## src/rtl/core/scsa_pkg.sv

```systemverilog
// Package of shared types, codes and size-class tables for the slab allocator core.
package scsa_pkg;

  // Fixed allocator geometry.
  localparam int unsigned ARENA_BYTES        = 4096;
  localparam int unsigned ARENA_HEADER_BYTES = 32;
  localparam int unsigned ALIGN_BYTES        = 8;
  localparam int unsigned BLOCK_HEADER_BYTES = 8;
  localparam int unsigned MAX_SMALL_BYTES    = 512;
  localparam int unsigned SIZE_CLASSES       = 31;
  localparam int unsigned MAX_BLOCKS         = 256;
  localparam int unsigned ARENA_NET          = ARENA_BYTES - ARENA_HEADER_BYTES;

  // Field and storage widths.
  localparam int unsigned SIZE_W  = 32;
  localparam int unsigned TOT_W   = 34;
  localparam int unsigned CLS_W   = 5;
  localparam int unsigned BLK_W   = 8;
  localparam int unsigned CNT_W   = 9;
  localparam int unsigned BYTES_W = 10;
  localparam int unsigned STAT_W  = 3;
  localparam int unsigned KIND_W  = 2;
  localparam int unsigned LNK_AW  = CLS_W + BLK_W;
  localparam int unsigned LNK_DEPTH = SIZE_CLASSES * MAX_BLOCKS;

  typedef logic [CLS_W-1:0]   cls_t;
  typedef logic [BLK_W-1:0]   blk_t;
  typedef logic [CNT_W-1:0]   cnt_t;
  typedef logic [BYTES_W-1:0] bytes_t;
  typedef logic [STAT_W-1:0]  stat_t;
  typedef logic [KIND_W-1:0]  kind_t;
  typedef logic [LNK_AW-1:0]  lnk_addr_t;

  // Result status codes.
  localparam stat_t ST_SMALL_OK  = 3'd0;
  localparam stat_t ST_ZERO_BLK  = 3'd1;
  localparam stat_t ST_LARGE_EXT = 3'd2;
  localparam stat_t ST_EXHAUSTED = 3'd3;
  localparam stat_t ST_FREED     = 3'd4;
  localparam stat_t ST_FREE_EXT  = 3'd5;
  localparam stat_t ST_ZERO_NOOP = 3'd6;
  localparam stat_t ST_NULL_NOOP = 3'd7;

  // Free handle kinds.
  localparam kind_t KIND_NULL  = 2'd0;
  localparam kind_t KIND_ZERO  = 2'd1;
  localparam kind_t KIND_LARGE = 2'd2;
  localparam kind_t KIND_SMALL = 2'd3;

  // Request type.
  localparam logic REQ_ALLOC = 1'b0;
  localparam logic REQ_FREE  = 1'b1;

  localparam bytes_t CLASS_BYTES [SIZE_CLASSES] = '{
    10'd16,  10'd24,  10'd32,  10'd40,  10'd48,  10'd56,  10'd64,  10'd72,
    10'd80,  10'd88,  10'd96,  10'd104, 10'd112, 10'd120, 10'd128,
    10'd144, 10'd160, 10'd176, 10'd192, 10'd208, 10'd224, 10'd240, 10'd256,
    10'd288, 10'd320, 10'd352, 10'd384, 10'd416, 10'd448, 10'd480, 10'd512
  };

  // Blocks per arena before the cap, worked out at elaboration.
  localparam int unsigned BLK_RAW [SIZE_CLASSES] = '{
    ARENA_NET / 16,  ARENA_NET / 24,  ARENA_NET / 32,  ARENA_NET / 40,
    ARENA_NET / 48,  ARENA_NET / 56,  ARENA_NET / 64,  ARENA_NET / 72,
    ARENA_NET / 80,  ARENA_NET / 88,  ARENA_NET / 96,  ARENA_NET / 104,
    ARENA_NET / 112, ARENA_NET / 120, ARENA_NET / 128,
    ARENA_NET / 144, ARENA_NET / 160, ARENA_NET / 176, ARENA_NET / 192,
    ARENA_NET / 208, ARENA_NET / 224, ARENA_NET / 240, ARENA_NET / 256,
    ARENA_NET / 288, ARENA_NET / 320, ARENA_NET / 352, ARENA_NET / 384,
    ARENA_NET / 416, ARENA_NET / 448, ARENA_NET / 480, ARENA_NET / 512
  };

  function automatic cnt_t class_blocks(cls_t c);
    int unsigned n;
    n = 0;
    if (int'(c) < SIZE_CLASSES) begin
      n = BLK_RAW[c];
    end
    if (n > MAX_BLOCKS) begin
      n = MAX_BLOCKS;
    end
    return cnt_t'(n);
  endfunction

  function automatic bytes_t class_bytes_of(cls_t c);
    bytes_t b;
    b = '0;
    if (int'(c) < SIZE_CLASSES) begin
      b = CLASS_BYTES[c];
    end
    return b;
  endfunction

  // Decoded allocation request.
  typedef struct packed {
    logic zero;
    logic oversize;
    cls_t cls;
  } dec_t;

  // One class table entry.
  typedef struct packed {
    cnt_t head;
    cnt_t used;
    cnt_t fresh;
  } entry_t;

  typedef struct packed {
    logic   re;
    cls_t   raddr;
    logic   we;
    cls_t   waddr;
    entry_t wdata;
  } cmem_req_t;

  typedef struct packed {
    logic      re;
    lnk_addr_t raddr;
    logic      we;
    lnk_addr_t waddr;
    cnt_t      wdata;
  } lmem_req_t;

endpackage

```

## src/rtl/core/scsa_decode.sv

```systemverilog
// Size rounding and size-class decode for allocation requests.
module scsa_decode (
  input  logic [31:0]     request_size_i,
  input  logic            large_only_i,
  output scsa_pkg::dec_t  dec_o
);
  import scsa_pkg::*;

  logic [TOT_W-1:0]   sum;
  logic [TOT_W-1:0]   total;
  logic [BYTES_W:0]   t;
  logic [BYTES_W:0]   q8;
  logic [BYTES_W:0]   q16;
  logic [BYTES_W:0]   q32;
  logic [CLS_W:0]     cls_raw;

  always_comb begin
    sum   = TOT_W'(request_size_i) + TOT_W'(ALIGN_BYTES - 1);
    total = (sum & ~TOT_W'(ALIGN_BYTES - 1)) + TOT_W'(BLOCK_HEADER_BYTES);
    t     = total[BYTES_W:0];
    q8    = (t + 11'd7) >> 3;
    q16   = (t + 11'd15) >> 4;
    q32   = (t + 11'd31) >> 5;
    if (t <= 11'd16) begin
      cls_raw = '0;
    end else if (t <= 11'd128) begin
      cls_raw = (CLS_W+1)'(q8 - 11'd2);
    end else if (t <= 11'd256) begin
      cls_raw = (CLS_W+1)'(q16 + 11'd6);
    end else begin
      cls_raw = (CLS_W+1)'(q32 + 11'd14);
    end
    dec_o.zero     = (request_size_i == '0);
    dec_o.oversize = large_only_i || (total > TOT_W'(MAX_SMALL_BYTES));
    if (cls_raw >= (CLS_W+1)'(SIZE_CLASSES)) begin
      dec_o.cls = CLS_W'(SIZE_CLASSES - 1);
    end else begin
      dec_o.cls = cls_raw[CLS_W-1:0];
    end
  end

endmodule

```

## config.mk

```make
export PLATFORM = sky130hd
export DESIGN_NAME = scsa_decode
export DESIGN_NICKNAME = d
export VERILOG_FILES = /design/src/rtl/core/scsa_pkg.sv /design/src/rtl/core/scsa_decode.sv
export SDC_FILE = /design/constraint.sdc
export NUM_CORES = 1
export LEC_CHECK = 0
export ABC_AREA = 1
export BUFFER_PORTS_ARGS = -buffer_cell sky130_fd_sc_hd__clkbuf_2
export CAP_MARGIN = 10
export CORE_ASPECT_RATIO = 2
export CORE_MARGIN = 2
export CORE_UTILIZATION = 65
export DETAILED_ROUTE_END_ITERATION = 8
export PLACE_DENSITY = 0.93
export REMOVE_ABC_BUFFERS = 1
export SYNTH_ARGS = -nofsm -noshare
export SYNTH_HDL_FRONTEND = slang
export SYNTH_SLANG_ARGS = --single-unit
```

## constraint.sdc

```tcl
create_clock -name vclk -period 11.1
set_input_delay 1.665 -clock vclk [all_inputs]
set_output_delay 1.665 -clock vclk [all_outputs]
set_load 0.01 [all_outputs]
```

======== Yosys cells after proc, flatten, opt, wreduce, memory -nomap -nowiden ========
Cells that the tools add are included.
cells by class
  add/subtract/negate cells ............... 8
  multiply operators ...................... 0
  divide/modulo/power cells ............... 0
  $lt $le $gt $ge ......................... 5
  equal/unequal tests ..................... 0
  shift-type cells ........................ 0
  muxes and demuxes ....................... 4
  bitwise operators ....................... 0
  reductions and logical operators ........ 2
operator list
  kind                   count
  $add 33x4->34 const B  1
  $gt 34x10->1 const B   1
  $add 32x3->33 const B  1
  $logic_not 32->1       1
  $mux 6                 3
  $add 11x5->11 const B  1
  $le 11x5->1 const B    1
  $le 11x8->1 const B    1
  $le 11x9->1 const B    1
  $add 10x4->10 const B  1
  $add 9x3->9 const B    1
  $add 6x3->6 const B    1
  $add 6x4->6 const B    1
  $ge 6x5->1 const B     1
  $sub 6x2->6 const B    1
  $mux 5                 1
  $logic_or 1x1->1       1
storage, ports and cells
  flip-flop bits (word level) ............. 0
  bits in latches ......................... 0
  bits in writable memories ............... 0
  ROM bits ................................ 0
  input port bits ......................... 33
  output and inout port bits .............. 7
  logic and storage cells ................. 19
  memories kept ........................... 0

======== Depth between registers and ports, before layout ========
Gate-level depths: netlist of run 1.
  word-level depth ........................ 9
  depth in mapped cells ................... 27
  gate-level depth less buffers ........... 27

======== Least setup slack after synthesis of run 1 ========
No wires, ideal clock.
  path kind ............................... input port to output port
  from .................................... input port request_size_i[0]
  to ...................................... output port dec_o[1] (netlist bit)
  arrival time ............................ 4436 ps
  data required time ...................... 9435 ps
  path slack .............................. 4999 ps
  stages .................................. 26
  buffers on the path ..................... 0
  path through ............................ nor2_4 nand2_4 nand2_2 inv_1 or2_2 nand2_1 inv_1 ha_1 inv_1 nand2_1 nand2_1 inv_1 ha_1 a21oi_1 nor2_1 inv_1 nand2_1 ha_1 nand3b_1 nand2_1 nand2_1 nand3_1 nand3_1 nor2_2 nand2_2 nand3b_1
RTL lines
  item                line              RTL
  start: declaration  scsa_decode.sv:3  input logic [31:0] request_size_i,
  end: declaration    scsa_decode.sv:5  output scsa_pkg::dec_t dec_o

==> flow_metrics.py, run 1 <==
metrics = {
    "final_layout": {
        "layout.nets": 683,
        "final_area_sq_um": 3230,
        "layout-drive-gt1-share_pct": 18.3,
        "insertedDiodeCount": 0,
        "seq_cell_count": 0,
        "clock_buffers": 0,
        "fin_util_pct": 73.8,
        "syn_to_final_growth_pct": 8.85,
        "nFillCells": 428,
        "regArea_sq_um": 0,
        "multi_input_area_sq_um": 2590,
    },
    "grt": {
        "grtUsageTotal_pct": 46.0,
        "antenna_found_initial": 0,
        "grt_pass1_vias": 4100,
        "grt_pass1_wl_um": 18400,
        "grt_max_degree": 10,
        "overflow": 0,
    },
    "power_and_ir_drop": {
        "p_comb_share_pct": 100.0,
        "share_clk_of_total_power_pct": 0,
        "internal_power_mw": 0.0426,
        "swShare_pct": 69.3,
        "p_sw_mw": 0.0959,
        "p_total_mw": 0.138,
        "power_density_nw_per_um2": 42.8,
        "ir_drop_mv": 0.0349,
        "leakage_nw": 1.70,
        "seqPwrFrac_pct": 0,
    },
    "critical_path": {
        "cp_top_family": "simple AND/OR/NAND/NOR gates",
        "crit_required_ps": 9440,
        "startpoint": "request_size_i[0]",
        "cp.arrival_ps": 5190,
        "slowest_delay_ps": 290,
        "path_class": "in2out",
        "crit_end": "dec_o[0]",
        "slowest_stage": "ha_1",
        "cpMostUsedCell": "nand2_1",
        "cp_max_fo": 5,
        "critPathBufInv": 7,
        "cp_num_cells": 28,
        "cp-end-kind": "output port",
        "start_kind": "input port",
    },
    "detailed_routing": {
        "detail_route.drc_violations": 0,
        "vias": 4194,
        "routed_wl_um": 10800,
        "final_antenna_net_count": 0,
        "vias_per_cell": 6.05,
        "wl_per_cell_um": 15.5,
        "first_pass_iters": 8,
        "drtIter0Drc": 272,
    },
    "sta": {
        "slew_headroom_pct": 61.5,
        "setup_viol_count_final": 0,
        "period_share_pct": 61.7,
        "max_freq_ghz": 0.146,
        "hold_viol_final": 0,
        "tightest_slew_ps": 573,
        "rsz0062_at_grt": "no",
        "setup_slack_ps": 4250,
        "period_minus_slack_ps": 6850,
        "tns_ps": 0,
        "maxSlewViolCount": 0,
    },
    "yosys": {
        "yosysSeqAreaShare_pct": 0,
        "yosysWarnings": 0,
        "synth_cell_type_count": 34,
        "synthCells": 600,
        "synth_area_sq_um": 2970,
        "post_synth.cell_area_avg_sq_um": 4.95,
    },
    "die": {
        "die_w_um": 51.8,
        "core_sq_um": 4380,
        "die_area_sq_um": 5160,
        "rows": 34,
        "io_pins": 40,
        "die_h_um": 99.6,
        "start_util_pct": 67.8,
    },
    "place": {
        "place_congestion": 1.03,
        "place_area_sq_um": 3230,
        "place_hpwl_um": 9020,
        "pre_cts_slack_ps": 4400,
        "port_buffers": 40,
    },
    "cts": {
        "post_cts_resize_count": 0,
        "hold_buffers": 0,
        "cts_setup_buffers": 0,
    },
    "hold_path": {
        "hold_path.class": "in2out",
    },
    "outcome": {
        "status": "finished, final reports clean",
    },
    "run": {
        "drv_cap": 0,
    },
}
-- worst min-delay path, cell delays in order --
cell and delay, ps:
clkbuf_2 120, nor4_1 60, nand2_1 70, nor4_1 50, clkbuf_2 120
-- synthesized netlist by cell type, types with 10 or more instances --
cell	n	area (sq um)
nand3_2	10	100
nor2_2	12	75.1
nand2_2	21	131
o21ai_0	11	55.1
nand3_1	76	380
nor3_1	18	90.1
nand2_1	184	691
nor2_1	73	274
inv_2	13	48.8
nand4_1	23	144
xor2_1	11	96.3
inv_1	86	323
-- per-layer routing --
metal  GRT usage [%]  share of wire, %
met5               0                 0
met4            41.7                12
met3            10.1               6.8
met2            80.7                50
met1            41.3                31
-- cells in the final DEF, fill, tap and decap left out, drive strengths merged --
cell / count
nand2: 207
inv: 99
nor2: 91
nand3: 87
clkbuf: 40
nand4: 24
nor3: 23
o21ai: 15
xor2: 11
nor4: 9
ha: 9
a21oi: 6
xnor2: 5
nand3b: 4
or2: 3
o21bai: 2
and2: 1
a211oi: 1
and3: 1
nand2b: 1
-- through the flow --
step           cells  hold WS, ps
4_1_cts          693         3740
2_1_floorplan    599         3460
3_5_place_dp     693         3740
3_3_place_gp     693         3730
5_1_grt          693         3770
6_report         693         3750
-- cells by family after synthesis --
logic type,count (synthesis),synth area share (%)
AO/OA/AOI/OAI,24,5.18
buffers and inverters,100,12.7
adder cells (fa/ha/maj),9,3.79
XOR/XNOR,16,4.72
AND/OR/NAND/NOR,451,73.6
-- layout make-up --
type | instances | area share, %
multi-input cells | 500 | 80.2
inverters | 99 | 11.5
repair buffers | 40 | 6.19
well taps | 54 | 2.09
-- power groups by stage --
stage / clock, mW / combinational [mW] / sequential, mW
4_1_cts: 0 / 0.133 / 0
5_1_grt: 0 / 0.153 / 0
3_5_place_dp: 0 / 0.132 / 0
6_report: 0 / 0.138 / 0
3_3_place_gp: 0 / 0.128 / 0
2_1_floorplan: 0 / 0.0914 / 0
-- how the worst min path moves through the flow --
| stage | slack [ps] | cells after the start | from | to |
|---|---|---|---|---|
| finish | 3750 | 5 | request_size_i[31] | dec_o[6] |
| global route | 3770 | 5 | request_size_i[31] | dec_o[6] |
| CTS | 3740 | 5 | request_size_i[31] | dec_o[6] |
| detailed placement | 3740 | 5 | request_size_i[31] | dec_o[6] |
| global placement | 3730 | 5 | request_size_i[31] | dec_o[6] |
| floorplan | 3460 | 3 | request_size_i[31] | dec_o[6] |
(Power assumes the default switching activity.)
==> run 2: changes to the inputs <==
--- a/config.mk
+++ b/config.mk
@@ -10,9 +10,9 @@
 export CAP_MARGIN = 10
 export CORE_ASPECT_RATIO = 2
 export CORE_MARGIN = 2
-export CORE_UTILIZATION = 65
+export CORE_UTILIZATION = 56
 export DETAILED_ROUTE_END_ITERATION = 8
-export PLACE_DENSITY = 0.93
+export PLACE_DENSITY = 0.85
 export REMOVE_ABC_BUFFERS = 1
 export SYNTH_ARGS = -nofsm -noshare
 export SYNTH_HDL_FRONTEND = slang
==> constraint.sdc (replaced) <==
create_clock -name vclk -period 6.3
set_input_delay 0.945 -clock vclk [all_inputs]
set_output_delay 0.945 -clock vclk [all_outputs]
set_load 0.01 [all_outputs]
==> flow_metrics.py, run 2 (synthesis results as in run 1) <==
metrics = {
    "die": {
        "core_sq_um": 5140,
        "die_h_um": 107,
        "io_pins": 40,
        "rows": 37,
        "die_area_sq_um": 5940,
        "die_w_um": 55.5,
        "start_util_pct": 57.8,
    },
    "sta": {
        "period_minus_slack_ps": 5340,
        "maxSlewViolCount": 0,
        "max_freq_ghz": 0.187,
        "setup_viol_count_final": 0,
        "rsz0062_at_grt": "no",
        "period_share_pct": 84.7,
        "setup_slack_ps": 964,
        "tightest_slew_ps": 607,
        "hold_viol_final": 0,
        "slew_headroom_pct": 59.4,
        "tns_ps": 0,
    },
    "grt": {
        "grt_max_degree": 10,
        "grt_pass1_vias": 4135,
        "globalRouteMet3Util_pct": 6.15,
        "gr-usage-met2_pct": 73.8,
        "overflow": 0,
        "antenna_found_initial": 0,
        "grt_use_met1_pct": 33.7,
        "grtUsageTotal_pct": 39.9,
        "grt_busiest_layer": "met2",
        "grt_pass1_wl_um": 18600,
    },
    "place": {
        "place_congestion": 1.05,
        "place_hpwl_um": 9770,
        "port_buffers": 40,
        "pre_cts_slack_ps": 1060,
    },
    "final_layout": {
        "layout.nets": 683,
        "regArea_sq_um": 0,
        "insertedDiodeCount": 0,
        "seq_cell_count": 0,
        "layout-drive-gt1-share_pct": 18.3,
        "final_common_cell": "nand2_1",
        "syn_to_final_growth_pct": 9.02,
        "clock_buffers": 0,
        "layout_common_cells": "nand2_1, inv_1, nand3_1",
    },
    "detailed_routing": {
        "routed_wl_um": 11400,
        "detail_route.drc_violations": 0,
        "vias": 4132,
        "first_pass_iters": 7,
        "drtIter0Drc": 277,
        "final_antenna_net_count": 0,
        "wl_per_cell_um": 16.4,
        "vias_per_cell": 5.93,
    },
    "critical_path": {
        "start_kind": "input port",
        "crit_required_ps": 5350,
        "cp_max_fo": 5,
        "cp.arrival_ps": 4390,
        "crit_end": "dec_o[2]",
        "startpoint": "request_size_i[0]",
        "path_class": "in2out",
        "cp-end-kind": "output port",
    },
    "power_and_ir_drop": {
        "ir_drop_mv": 0.0634,
        "leakage_nw": 1.70,
        "power_density_nw_per_um2": 75.6,
    },
    "hold_path": {
        "hold_path.class": "in2out",
    },
    "run": {
        "drv_cap": 0,
    },
    "outcome": {
        "status": "finished, final reports clean",
    },
    "cts": {
        "post_cts_resize_count": 0,
        "hold_buffers": 0,
        "cts_setup_buffers": 0,
    },
}
-- run 2: cell counts in the layout (fill, tap and decap cells not counted) --
No cell type changed its count.
-- run 2: metal layers --
| metal | routed length, um | vias to the layer above |
|---|---|---|
| met4 | 1490 | 0 |
| met1 | 3550 | 1815 |
| met5 | 0 | - |
| li1 | - | 2024 |
| met2 | 5750 | 202 |
| met3 | 636 | 91 |
-- run 2: critical path: stages --
cell	delay, ps
clkbuf_2	120
nor2_4	150
nand2_4	90
nand2_2	100
inv_1	70
or2_2	280
nand2_1	80
inv_1	70
ha_1	240
inv_1	90
nand2_1	90
nand2_1	150
inv_1	100
ha_1	220
a21oi_1	180
nor2_1	110
inv_1	60
nand2_1	110
ha_1	220
nand3b_1	150
nand2_1	70
nand2_1	50
nand3_1	90
nand3_1	110
nor2_2	110
nand2_2	90
nand3b_1	120
clkbuf_2	140
-- run 2: cell type report --
cell class	count	area (sq um)
Timing Repair Buffer	40	200
Multi-Input combinational cell	500	2590
Fill cell	583	1900
Tap cell	58	72.6
Inverter	99	372
-- run 2: how the worst min path moves through the flow --
stage                     endpoint               start  slack (ps)  depth (start not counted)
after floorplan           dec_o[6]  request_size_i[31]        2020                          3
after global placement    dec_o[6]  request_size_i[31]        2300                          5
after detailed placement  dec_o[6]  request_size_i[31]        2300                          5
after CTS                 dec_o[6]  request_size_i[31]        2300                          5
after global routing      dec_o[6]  request_size_i[31]        2340                          5
final                     dec_o[6]  request_size_i[31]        2310                          5
-- run 2: metrics by stage --
stage	power (mW)	hold WS, ps	cells	util (%)	instance area (sq um)
floorplan	0.161	2020	599	-	2960
global placement	0.230	2300	697	63.0	3240
finish	0.245	2310	697	63.0	3240
CTS	0.238	2300	697	63.0	3240
detailed placement	0.237	2300	697	63.0	3240
global route	0.272	2340	697	63.0	3240
-- run 2: report_power, final --
part / switching [mW] / total [mW] / internal (mW)
Clock: 0 / 0 / 0
Combinational: 0.170 / 0.245 / 0.0750
Sequential: 0 / 0 / 0
Total: 0.170 / 0.245 / 0.0750
