--- src/rtl/core/scsa_pkg.sv ---
// Package of shared types, codes and size-class tables for the slab allocator core.
package scsa_pkg;

  // Fixed allocator geometry.
  localparam int unsigned ARENA_BYTES        = 4096;
  localparam int unsigned ARENA_HEADER_BYTES = 32;
  localparam int unsigned ALIGN_BYTES        = 8;
  localparam int unsigned BLOCK_HEADER_BYTES = 8;
  localparam int unsigned MAX_SMALL_BYTES    = 512;
  localparam int unsigned SIZE_CLASSES       = 31;
  localparam int unsigned MAX_BLOCKS         = 256;
  localparam int unsigned ARENA_NET          = ARENA_BYTES - ARENA_HEADER_BYTES;

  // Field and storage widths.
  localparam int unsigned SIZE_W  = 32;
  localparam int unsigned TOT_W   = 34;
  localparam int unsigned CLS_W   = 5;
  localparam int unsigned BLK_W   = 8;
  localparam int unsigned CNT_W   = 9;
  localparam int unsigned BYTES_W = 10;
  localparam int unsigned STAT_W  = 3;
  localparam int unsigned KIND_W  = 2;
  localparam int unsigned LNK_AW  = CLS_W + BLK_W;
  localparam int unsigned LNK_DEPTH = SIZE_CLASSES * MAX_BLOCKS;

  typedef logic [CLS_W-1:0]   cls_t;
  typedef logic [BLK_W-1:0]   blk_t;
  typedef logic [CNT_W-1:0]   cnt_t;
  typedef logic [BYTES_W-1:0] bytes_t;
  typedef logic [STAT_W-1:0]  stat_t;
  typedef logic [KIND_W-1:0]  kind_t;
  typedef logic [LNK_AW-1:0]  lnk_addr_t;

  // Result status codes.
  localparam stat_t ST_SMALL_OK  = 3'd0;
  localparam stat_t ST_ZERO_BLK  = 3'd1;
  localparam stat_t ST_LARGE_EXT = 3'd2;
  localparam stat_t ST_EXHAUSTED = 3'd3;
  localparam stat_t ST_FREED     = 3'd4;
  localparam stat_t ST_FREE_EXT  = 3'd5;
  localparam stat_t ST_ZERO_NOOP = 3'd6;
  localparam stat_t ST_NULL_NOOP = 3'd7;

  // Free handle kinds.
  localparam kind_t KIND_NULL  = 2'd0;
  localparam kind_t KIND_ZERO  = 2'd1;
  localparam kind_t KIND_LARGE = 2'd2;
  localparam kind_t KIND_SMALL = 2'd3;

  // Request type.
  localparam logic REQ_ALLOC = 1'b0;
  localparam logic REQ_FREE  = 1'b1;

  localparam bytes_t CLASS_BYTES [SIZE_CLASSES] = '{
    10'd16,  10'd24,  10'd32,  10'd40,  10'd48,  10'd56,  10'd64,  10'd72,
    10'd80,  10'd88,  10'd96,  10'd104, 10'd112, 10'd120, 10'd128,
    10'd144, 10'd160, 10'd176, 10'd192, 10'd208, 10'd224, 10'd240, 10'd256,
    10'd288, 10'd320, 10'd352, 10'd384, 10'd416, 10'd448, 10'd480, 10'd512
  };

  // Blocks per arena before the cap, worked out at elaboration.
  localparam int unsigned BLK_RAW [SIZE_CLASSES] = '{
    ARENA_NET / 16,  ARENA_NET / 24,  ARENA_NET / 32,  ARENA_NET / 40,
    ARENA_NET / 48,  ARENA_NET / 56,  ARENA_NET / 64,  ARENA_NET / 72,
    ARENA_NET / 80,  ARENA_NET / 88,  ARENA_NET / 96,  ARENA_NET / 104,
    ARENA_NET / 112, ARENA_NET / 120, ARENA_NET / 128,
    ARENA_NET / 144, ARENA_NET / 160, ARENA_NET / 176, ARENA_NET / 192,
    ARENA_NET / 208, ARENA_NET / 224, ARENA_NET / 240, ARENA_NET / 256,
    ARENA_NET / 288, ARENA_NET / 320, ARENA_NET / 352, ARENA_NET / 384,
    ARENA_NET / 416, ARENA_NET / 448, ARENA_NET / 480, ARENA_NET / 512
  };

  function automatic cnt_t class_blocks(cls_t c);
    int unsigned n;
    n = 0;
    if (int'(c) < SIZE_CLASSES) begin
      n = BLK_RAW[c];
    end
    if (n > MAX_BLOCKS) begin
      n = MAX_BLOCKS;
    end
    return cnt_t'(n);
  endfunction

  function automatic bytes_t class_bytes_of(cls_t c);
    bytes_t b;
    b = '0;
    if (int'(c) < SIZE_CLASSES) begin
      b = CLASS_BYTES[c];
    end
    return b;
  endfunction

  // Decoded allocation request.
  typedef struct packed {
    logic zero;
    logic oversize;
    cls_t cls;
  } dec_t;

  // One class table entry.
  typedef struct packed {
    cnt_t head;
    cnt_t used;
    cnt_t fresh;
  } entry_t;

  typedef struct packed {
    logic   re;
    cls_t   raddr;
    logic   we;
    cls_t   waddr;
    entry_t wdata;
  } cmem_req_t;

  typedef struct packed {
    logic      re;
    lnk_addr_t raddr;
    logic      we;
    lnk_addr_t waddr;
    cnt_t      wdata;
  } lmem_req_t;

endpackage

--- src/rtl/core/scsa_class_mem.sv ---
// Per-class state table with valid bits so that unwritten entries read as zero.
module scsa_class_mem (
  input  logic                 clk_i,
  input  logic                 rst_ni,
  input  scsa_pkg::cmem_req_t  req_i,
  output scsa_pkg::entry_t     rdata_o
);
  import scsa_pkg::*;

  entry_t                  mem [SIZE_CLASSES];
  logic [SIZE_CLASSES-1:0] vld_q;
  entry_t                  rdata_q;
  logic                    rvld_q;

  always_ff @(posedge clk_i) begin
    if (req_i.we) begin
      mem[req_i.waddr] <= req_i.wdata;
    end
    if (req_i.re) begin
      rdata_q <= mem[req_i.raddr];
    end
  end

  always_ff @(posedge clk_i or negedge rst_ni) begin
    if (!rst_ni) begin
      vld_q  <= '0;
      rvld_q <= 1'b0;
    end else begin
      if (req_i.we) begin
        vld_q[req_i.waddr] <= 1'b1;
      end
      if (req_i.re) begin
        rvld_q <= vld_q[req_i.raddr];
      end
    end
  end

  assign rdata_o = rvld_q ? rdata_q : '0;

endmodule

--- config.mk ---
export PLATFORM = sky130hd
export DESIGN_NAME = scsa_class_mem
export DESIGN_NICKNAME = d
export VERILOG_FILES = /design/src/rtl/core/scsa_pkg.sv /design/src/rtl/core/scsa_class_mem.sv
export SDC_FILE = /design/constraint.sdc
export NUM_CORES = 1
export LEC_CHECK = 0
export BUFFER_PORTS_ARGS = -buffer_cell sky130_fd_sc_hd__buf_2
export CAP_MARGIN = 20
export CORE_UTILIZATION = 55
export CTS_BUF_LIST = sky130_fd_sc_hd__clkbuf_8
export CTS_CLUSTER_DIAMETER = 100
export DETAILED_ROUTE_END_ITERATION = 10
export PLACE_DENSITY = 0.69
export SETUP_SLACK_MARGIN = 0.2
export SKIP_LAST_GASP = 1
export SLEW_MARGIN = 10
export SYNTH_ARGS = -nofsm -noshare
export SYNTH_HDL_FRONTEND = slang
export SYNTH_SLANG_ARGS = --single-unit
export TNS_END_PERCENT = 50
--- constraint.sdc ---
create_clock -name clk_i -period 3.9 [get_ports clk_i]
set_input_delay 0.39 -clock clk_i [delete_from_list [all_inputs] [get_ports clk_i]]
set_output_delay 0.39 -clock clk_i [all_outputs]
set_load 0.01 [all_outputs]
======== Word-level counts from Yosys, hierarchy flattened ========
Memories as Yosys holds them, arrays and structs flattened. A register that Yosys moved wholly into a read port is not among the register bits.
Index checks and enable logic that the tools add are counted.
word-level totals
  input bits .............................. 41
  memory bits (writable) .................. 837
  output and inout port bits .............. 27
  flip-flop bits (word level) ............. 32
  memories kept ........................... 1
memory list
  name  words  bits a word  read ports  clocked after Yosys merged registers in  write ports  RTL line              source
  mem   31     27           1           1                                        1            scsa_class_mem.sv:10  entry_t mem [SIZE_CLASSES];
operators by class
  reductions and logical operators ........ 1
  bitwise logic cells ..................... 1
  order comparisons ....................... 3
  mux-type cells .......................... 7
operators by type and width
  cell                count
  $or 31x31->31       1
  $mux 27             1
  $lt 5x6->1 const B  2
  $bmux 1 s5          1
  $demux 1 s5         1
  $ge 5x1->1 const B  1
  $mux 1              4
  $logic_and 1x1->1   1

======== Logic depth before layout (Yosys ltp) ========
Gate-level depths: netlist of the first run.
  depth in word-level cells ............... 5
  depth in mapped cells ................... 9
  mapped depth without buffers ............ 4

======== Least setup slack after synthesis of the first run ========
OpenSTA, ideal clock, no wires.
  path kind ............................... input -> register
  from .................................... input req_i[28] (netlist bit)
  to ...................................... memory mem[12][0] (netlist bit) (enable)
  buffers on the path ..................... 1
  data required time ...................... 3.488 ns
  arrival ................................. 2.123 ns
  slack ................................... 1.365 ns
  stages on the path ...................... 3
  cells stage by stage .................... or3b_1 clkbuf_1 nor2_1
RTL lines
  what             RTL line              source
  start, declared  scsa_class_mem.sv:5   input scsa_pkg::cmem_req_t req_i,
  end, declared    scsa_class_mem.sv:10
No word-level cell before the write port.

==> results of run 1 <==
-- sequential cells by signal, summed over array words and instances (netlist names) --
register  cells
mem         837
vld_q        31
rdata_q      27
rvld_q        1
-- worst max-delay path, delay by kind of cell (launching register included) --
kind                   cells  cell delay, ns
buffers and inverters      1            0.19
AND/OR/NAND/NOR            1            0.38
flip-flops                 1            0.95
-- power by group through the flow --
stage          logic, uW  registers (uW)  clock network, uW
2_1_floorplan        697           11000                  0
3_3_place_gp        1100           11100                  0
3_5_place_dp        1120           11100                  0
4_1_cts             1120           10900               7290
5_1_grt             1190           10900               7710
6_report            1120           10900               7160
-- kinds of logic (layout without fill, tap and decap cells) --
| group | count (synthesis) | after routing |
|---|---|---|
| flops | 896 | 896 |
| mux | 315 | 315 |
| simple gates | 143 | 143 |
| buf+inv | 75 | 374 |
| compound gates | 47 | 47 |
| other cells | 0 | 1 |
-- per-layer routing --
layer	part of all wire [%]	vias to the layer above	GRT usage, %
li1	-	6625	-
met1	40	8580	37.8
met2	48	858	39.6
met3	10	98	6.92
met4	1.7	2	7.63
met5	0.014	-	0
-- placed cells by master (no fill, tap or decap), drive strengths merged --
cell type / count
edfxtp: 864
mux4: 237
clkbuf: 156
buf: 119
inv: 56
mux2i: 49
clkinv: 40
nand2: 36
nor2: 33
dfrtp: 32
or2: 32
mux2: 29
o21ai: 28
and2: 27
o211ai: 8
o22a: 6
nand3b: 6
or3b: 3
nor2b: 2
nand3: 2
a221oi: 2
clkinvlp: 2
diode: 1
nand2b: 1
or3: 1
o21bai: 1
o21a: 1
a31oi: 1
dlygate4sd3: 1
-- how the worst max path moves through the flow --
stage	depth (start not counted)	slack, ns	endpoint	start
finish	2	1.24	rdata_o[5]	rvld_q
global route	2	1.07	rdata_o[10]	rvld_q
CTS	2	1.18	rdata_o[10]	rvld_q
detailed placement	5	1.07	rdata_q[9]	req_i[33]
global placement	5	1.05	rdata_q[9]	req_i[33]
floorplan	3	1.37	mem[12][0]	req_i[28]
-- through the flow --
stage	instance area, sq um	hold slack (ns)	cells	power (uW)	util [%]
finish	38800	0.115	2613	19200	63.0
global route	38800	0.0766	2613	19800	63.0
CTS	38800	0.0339	2612	19300	63.0
detailed placement	36200	0.448	2359	12200	58.8
global placement	36200	0.441	2359	12200	58.8
floorplan	34300	0.0944	1476	11700	-
-- repair_timing --
item,CTS,global route
setup endpoints to repair,0,0
hold endpoints to repair,32,0
hold buffers,1,0
setup buffers,0,0
-- cell type report --
type                       count  area share (%)
clock inverter                96           0.990
inverter                       2          0.0194
clock buffer                 156            5.54
timing repair buffer         120            2.66
multi-input combinational    505            19.1
tap                          837            2.70
antenna                        1         0.00645
sequential                   896            69.0
==> results.md, run 1 <==
- The least setup slack across all paths after layout is 1.24 ns.
- In the post-synthesis netlist, the biggest area contributors are sky130_fd_sc_hd__edfxtp_1 (76%), sky130_fd_sc_hd__mux4_2 (16%), sky130_fd_sc_hd__dfrtp_1 (2.3%), sky130_fd_sc_hd__mux2i_1 (1.4%), sky130_fd_sc_hd__mux2_2 (0.95%).
- For this design, the slowest cell found on the critical path is sky130_fd_sc_hd__dfrtp_1.
- The fraction of synthesized area in multiplexers is 17.9%.
- Using the TritonRoute via totals, the vias-per-cell ratio works out to 6.19.
- Data on the critical path arrives at its endpoint at 2.27 ns.
- Summing every instance area after synthesis gives about 0.034 sq mm.
- The worst reg-to-reg path cell count is 3.
- The largest single stage delay on the critical path is 0.95 ns.
- The internal power is between 10000 and 15000 uW.
- The final global-route overflow total is 0.
- The worst setup path is captured at a primary output.
- In this run the tightest slew margin relative to its limit is between 30% and 40%.
- The H-tree depth is 4.
- The growth of design area from synthesis to finish is 13.1%.
- The overall routed net length is 79600 um.
- The max-cap violation count is 0.
- The part of the power in the clock network is approximately 37%.
- For the finished layout, the period the worst path requires is 2.66 ns.
- Summed over all failing endpoints, the final setup total negative slack is 0 ns.
- The number of instances in the synthesized netlist is 1476.
- At the end of the flow, the number of nets in the layout was 1710.
- After Yosys synthesis, full adders, half adders and majority gates account for 0% of the synthesized area.
- After Yosys synthesis, and, or, nand and nor cells account for 2.14% of the synthesized area.
- The worst setup timing slack at the placement stage is 1.07 ns.
- Registers take roughly 0.027 sq mm.
- Entering global routing, the biggest net connects 94 pins.
- The required time of the critical path is 3.51 ns.
- By startpoint and endpoint, the worst setup path is classified as register to primary output.
- The number of failing hold endpoints at the final stage is 0.
- The path with the worst hold slack has its endpoint at mem[3][17].
- The launch point of the worst hold path is req_i[17].
- The proportion of netlist area held by the largest area contributor is 75.7%.
- The number of clock buffers inserted by TritonCTS is between 100 and 150.
- The via total after detailed routing is 16200.
- The count of port buffers added during placement is 67.
- The count of final max-slew check failures was 0.
- The signal on the critical path passes through and2_1 > buf_2.
- The clock root buffer master is sky130_fd_sc_hd__clkbuf_8.
- The die covers 0.0633 sq mm.
- The number of fill cells is approximately 4100.
- The number of gates given a new drive strength after cts is 0.
- The cell leakage power is 0.0126 uW.
- The region available for standard cell placement spans 0.0616 sq mm.
- The final critical path takes up 68.2% of the cycle.
- At the pin with the least slew margin, the transition time is 0.930 ns.
- The clock passes through at most 3 buffers.
- The sequential share of power is 56.8%.
- Of the total power, the share spent switching nets is about 22%.
- The setup check on the worst reg-to-reg path leaves a slack of approximately 2.0 ns.
- The flow ran to the end, and the final reports show no timing, DRC or antenna violations.
- After detailed routing, the average wire length per cell comes to 30.5 um.
- The commonest register cell after synthesis is sky130_fd_sc_hd__edfxtp_1.
- Summing all multi-input logic gate instances after layout gives 0.00741 sq mm.
- Ranked by instance count, the synthesized netlist is headed by sky130_fd_sc_hd__edfxtp_1 (864), sky130_fd_sc_hd__mux4_2 (237), sky130_fd_sc_hd__mux2i_1 (49), sky130_fd_sc_hd__clkbuf_1 (39), sky130_fd_sc_hd__nand2_1 (36).
- The critical-path maximum fanout is 30.
- The share of post-route cells with drive strength above 1 is 33.0%.
- The clock-pin slew reported for the worst setup and hold paths after clock tree synthesis is approximately 0.060 ns.
- In this run the power density over the cells is 494 mW/mm^2.
- After detailed routing, the number of remaining DRC violations is 0.
- The number of enable-type register cells in the synthesized netlist is 864.
- The worst-case IR drop observed on VDD is 0.389 mV.
- Setup violations remaining at the end of the flow were counted as 0.
- The worst-skew pair later-pin latency is 0.76 ns.
- The synthesized netlist devotes 0% of its cell area to XOR and XNOR gates.
- The via count of the first global-routing pass is approximately 17000.
- Once detailed placement completed, the half-perimeter wirelength came to roughly 42000 um.
- The violation count after the first detailed-route iteration is 1930.
- The clock net in this run drives a total of 896 sinks.
- Routability-driven placement finished with a final weighted congestion of 0.754.
- The biggest area contributor in the post-synthesis netlist is sky130_fd_sc_hd__edfxtp_1.
- The number of antenna violations at the first check in global routing was 6.
- The maximum frequency from static timing analysis is 376 MHz.
- The distinct cell type count after synthesis is 30.
- TritonCTS built the clock tree.
- The clock skew after layout is about 0.021 ns.
- The worst hold path belongs to the class input pin to register.
- The analysis attributes to net switching a power of 4230 uW.
- The mean cell area of the mapped netlist is 23.2 sq um.
- Once detail routing completed, the nets flagged for antenna violations numbered 0.
- By area, the combinational part of the netlist is dominated by multiplexers.
- During I/O placement, the number of pins put on the boundary was 68.
- The fraction of registers with async set/reset is 3.57%.
- Before antenna repair, the detailed router went through 5 iterations.
- The worst setup path is launched from a register.
- The most frequent cell after synthesis is sky130_fd_sc_hd__edfxtp_1.
- The startpoint of the lowest-slack register-to-register path is mem[18][12].
- Counting flops and latches in the post-synthesis netlist gives 896.
- The share of the Yosys chip area taken by registers is 78.0%.
- The number of synthesis warnings is 0.
- The floorplan step set the die height to 252 um.
- Combinational logic is responsible for 5.8% of the overall power.
- The first-pass GRT wire length is approximately 110000 um.
- The starting density of the core is 55.7%.
- The endpoint identified for the worst register-to-register timing path is rdata_q[12].
- Setup repair after global routing left no endpoint under its margin.
- The number of cell rows is 91.
- Across every metal layer, demand over resource in global routing totals 26.1%.
- The synthesized net count is 1517.
- Counting instances, the worst hold path has a depth of 1.
- The synthesized netlist devotes 0.850% of its cell area to compound gates.
- In this run the horizontal extent of the chip is approximately 250 um.
Power figures use the tool's default switching activity.
==> run 2: changes to the inputs <==
- PLACE_DENSITY: 0.69 -> 0.72
- clock period: 3.9 -> 2.36 ns (I/O delays scaled with it)
==> results.md, run 2 (same netlist as run 1, synthesis figures left out) <==
- The endpoint kind of the worst setup timing path is a primary output.
- The nature of the critical path startpoint is a register.
- The violation count after the first detailed-route iteration is between 1500 and 2000.
- The via count of the first global-routing pass is 17100.
- The placed instances occupy a cell area of around 0.037 sq mm.
- The tree built by TritonCTS fans out to 896 sinks.
- For this run, the slowest stage of the critical path takes roughly 0.45 ns.
- The growth of design area from synthesis to finish is 15.8%.
- In this run, CTS created clock tree buffers numbering 142.
- Traced cell by cell, the critical path runs through buf_4 > and2_1 > buf_2.
- After detailed routing, the number of vias per cell comes to 6.12.
- The total power is 31900 uW.
- The commonest non-fill, non-tap cell in the layout is sky130_fd_sc_hd__edfxtp_1.
- The finished cells cover 0.0397 sq mm.
- The height of the chip is 252 um.
- The number of antenna violations at the first check in global routing is 1.
- The sum of buffers and inverters on the critical path is 2.
- The required time of the critical path is 2.12 ns.
- The starting density of the core is 55.7%.
- The first-pass GRT wire length is ~110000 um.
- The worst-skew pair later-pin latency is 0.79 ns.
- The final routed DRC violation total is 0.
- In this run the horizontal extent of the chip is approximately 250 um.
- The routed layout has ~16000 vias.
- Cells fill 64.4% of the core in the end.
- The final HPWL from detailed placement is 41400 um.
- The largest registers in the layout are mem x837, vld_q x31, rdata_q x27.
- At the worst endpoint, the arrival time is 1.79 ns.
- The cell leakage power is 0.0130 uW.
- After detailed routing, the average wire length per cell comes to 28.7 um.
- Setup violations remaining at the end of the flow were counted as 0.
- The slowest cell on the critical path is sky130_fd_sc_hd__dfrtp_2.
- The net count of the finished layout is roughly 1800.
- The worst setup path is of the register to primary output kind.
- The count of final max-slew check failures is 0.
- The worst path needs 2.03 ns of the cycle, external delays included.
- The number of fill cells is 3945.
- The number of cell rows is 91.
- The final global-route overflow total is 0.
- The number of flip-flops in the largest register is 837.
- Hold timing on the final database bottoms out at a slack of 0.100 ns.
- CTS placed an instance of sky130_fd_sc_hd__clkbuf_8 at the clock tree root.
- The H-tree generated during clock tree synthesis spans 4 levels.
- The overall routed net length is slightly below 80000 um.
- The I/O pin total is 68.
- Of all nets on the critical path, the largest fanout is 9.
- The clock skew after layout is approximately 0.024 ns.
- On the critical path the largest part of the delay comes from flip-flops.
- For this run, the detailed router's first-pass iteration total came to 5.
- The areal power density over the cells is around 800 mW/mm^2.
- Once detail routing completed, the nets flagged for antenna violations numbered 0.
- The number of failing hold endpoints at the final stage came to 0.
- Measured against its own limit, the worst slew margin works out to 44.7%.
- The maximum frequency from static timing analysis is around 490 MHz.
- The clock passes through at most 3 buffers.
- The tightest min-delay check is of the input pin to asynchronous set/reset pin type.
- The floorplan step defined a die boundary enclosing 0.0633 sq mm.
- The transition time of the tightest slew-check pin is 0.829 ns.
- The share of post-route cells with drive strength above 1 is between 30% and 40%.
- Entering global routing, the biggest net connects 49 pins.
- In this run the standard cell core region covers 0.0616 sq mm.
- The placer congestion estimate is 0.740.
- The largest vdd supply drop is 0.543 mV.
- Max-cap violations in this run came to 0.
- In the layout the commonest cells are sky130_fd_sc_hd__edfxtp_1 (864), sky130_fd_sc_hd__mux4_2 (237), sky130_fd_sc_hd__clkbuf_8 (146).
- After clock tree synthesis, the clock-pin slew on the worst setup and hold paths is 0.06 ns.
- The clock tree from TritonCTS is yes.
- The final clock period utilization by the worst path is 86.0%.
- Ranked by flip-flop count, first place goes to mem.
- Setup repair after global routing left no endpoint under its margin.
- The run finished with clean final reports.
- The count of port buffers added during placement is 67.
- The total track usage is between 20% and 30%.
[run 2: changes by cell type in the layout (fill, tap and decap cells not counted), moves of 5 or more]
cell                            change
sky130_fd_sc_hd__buf_4             +28
sky130_fd_sc_hd__inv_1             -10
sky130_fd_sc_hd__clkinvlp_4         +5
sky130_fd_sc_hd__buf_12            +20
sky130_fd_sc_hd__dlygate4sd3_1     +29
sky130_fd_sc_hd__clkbuf_8          -10
[run 2: final timing paths]
kind                              from     endpoint  slack, ns  cells past startpoint
setup / recovery                rvld_q   rdata_o[9]       0.33                      3
hold / removal                  rst_ni     vld_q[8]       0.10                      2
setup reg to reg           mem[19][10]  rdata_q[10]       0.44                      3
hold reg to reg               vld_q[6]     vld_q[6]       0.46                      1
max in group asynchronous       rst_ni       rvld_q       1.76                      2
min in group clk_i           req_i[28]  mem[18][14]       0.11                      4
[run 2: power by group]
group / internal (uW) / switching [uW] / total, uW / leakage, uW
Combinational: 951 / 1050 / 2000 / 0.00338
Clock: 6050 / 5880 / 11900 / 0.00145
Sequential: 17800 / 133 / 17900 / 0.00817
Total: 24800 / 7070 / 31900 / 0.0130
[run 2: routing by layer]
| metal | vias up | GRT usage, % | share of wire (%) |
|---|---|---|---|
| met5 | - | 0 | 0 |
| met4 | 0 | 8.31 | 2.0 |
| met1 | 8711 | 36.1 | 40 |
| li1 | 6765 | - | - |
| met2 | 829 | 38.6 | 48 |
| met3 | 135 | 6.52 | 9.7 |
[run 2: cell type report]
| cell class | instances | area (sq um) | share of cell area (%) |
|---|---|---|---|
| sequential | 896 | 26700 | 67.4 |
| multi-input combinational | 505 | 7410 | 18.7 |
| clock buffer | 145 | 2000 | 5.03 |
| timing repair buffer | 197 | 1930 | 4.87 |
| tap | 837 | 1050 | 2.64 |
| clock inverter | 105 | 549 | 1.38 |
| inverter | 2 | 7.51 | 0.0189 |
| antenna | 1 | 2.50 | 0.00630 |
[run 2: stage by stage]
step	worst slack (ns)	setup TNS [ns]	cells
2_1_floorplan	-0.0206	-3.68	1476
3_5_place_dp	0.0164	0	2406
5_1_grt	0.258	0	2687
3_3_place_gp	0.0256	0	2406
4_1_cts	0.274	0	2687
6_report	0.329	0	2688
[run 2: worst register-to-register path, cell delays in order (launching register included)]
cell,delay (ns)
sky130_fd_sc_hd__edfxtp_1,0.36
sky130_fd_sc_hd__mux4_2,0.48
sky130_fd_sc_hd__mux4_2,0.54
sky130_fd_sc_hd__mux2_2,0.29
[run 2: repair_timing]
| item | CTS | global route |
|---|---|---|
| hold buffers | 30 | 0 |
| gates resized for setup | 1 | 0 |
| hold endpoints to repair | 882 | 0 |
| endpoints found under the setup margin | 25 | 0 |
| buffers inserted | 1 | 0 |
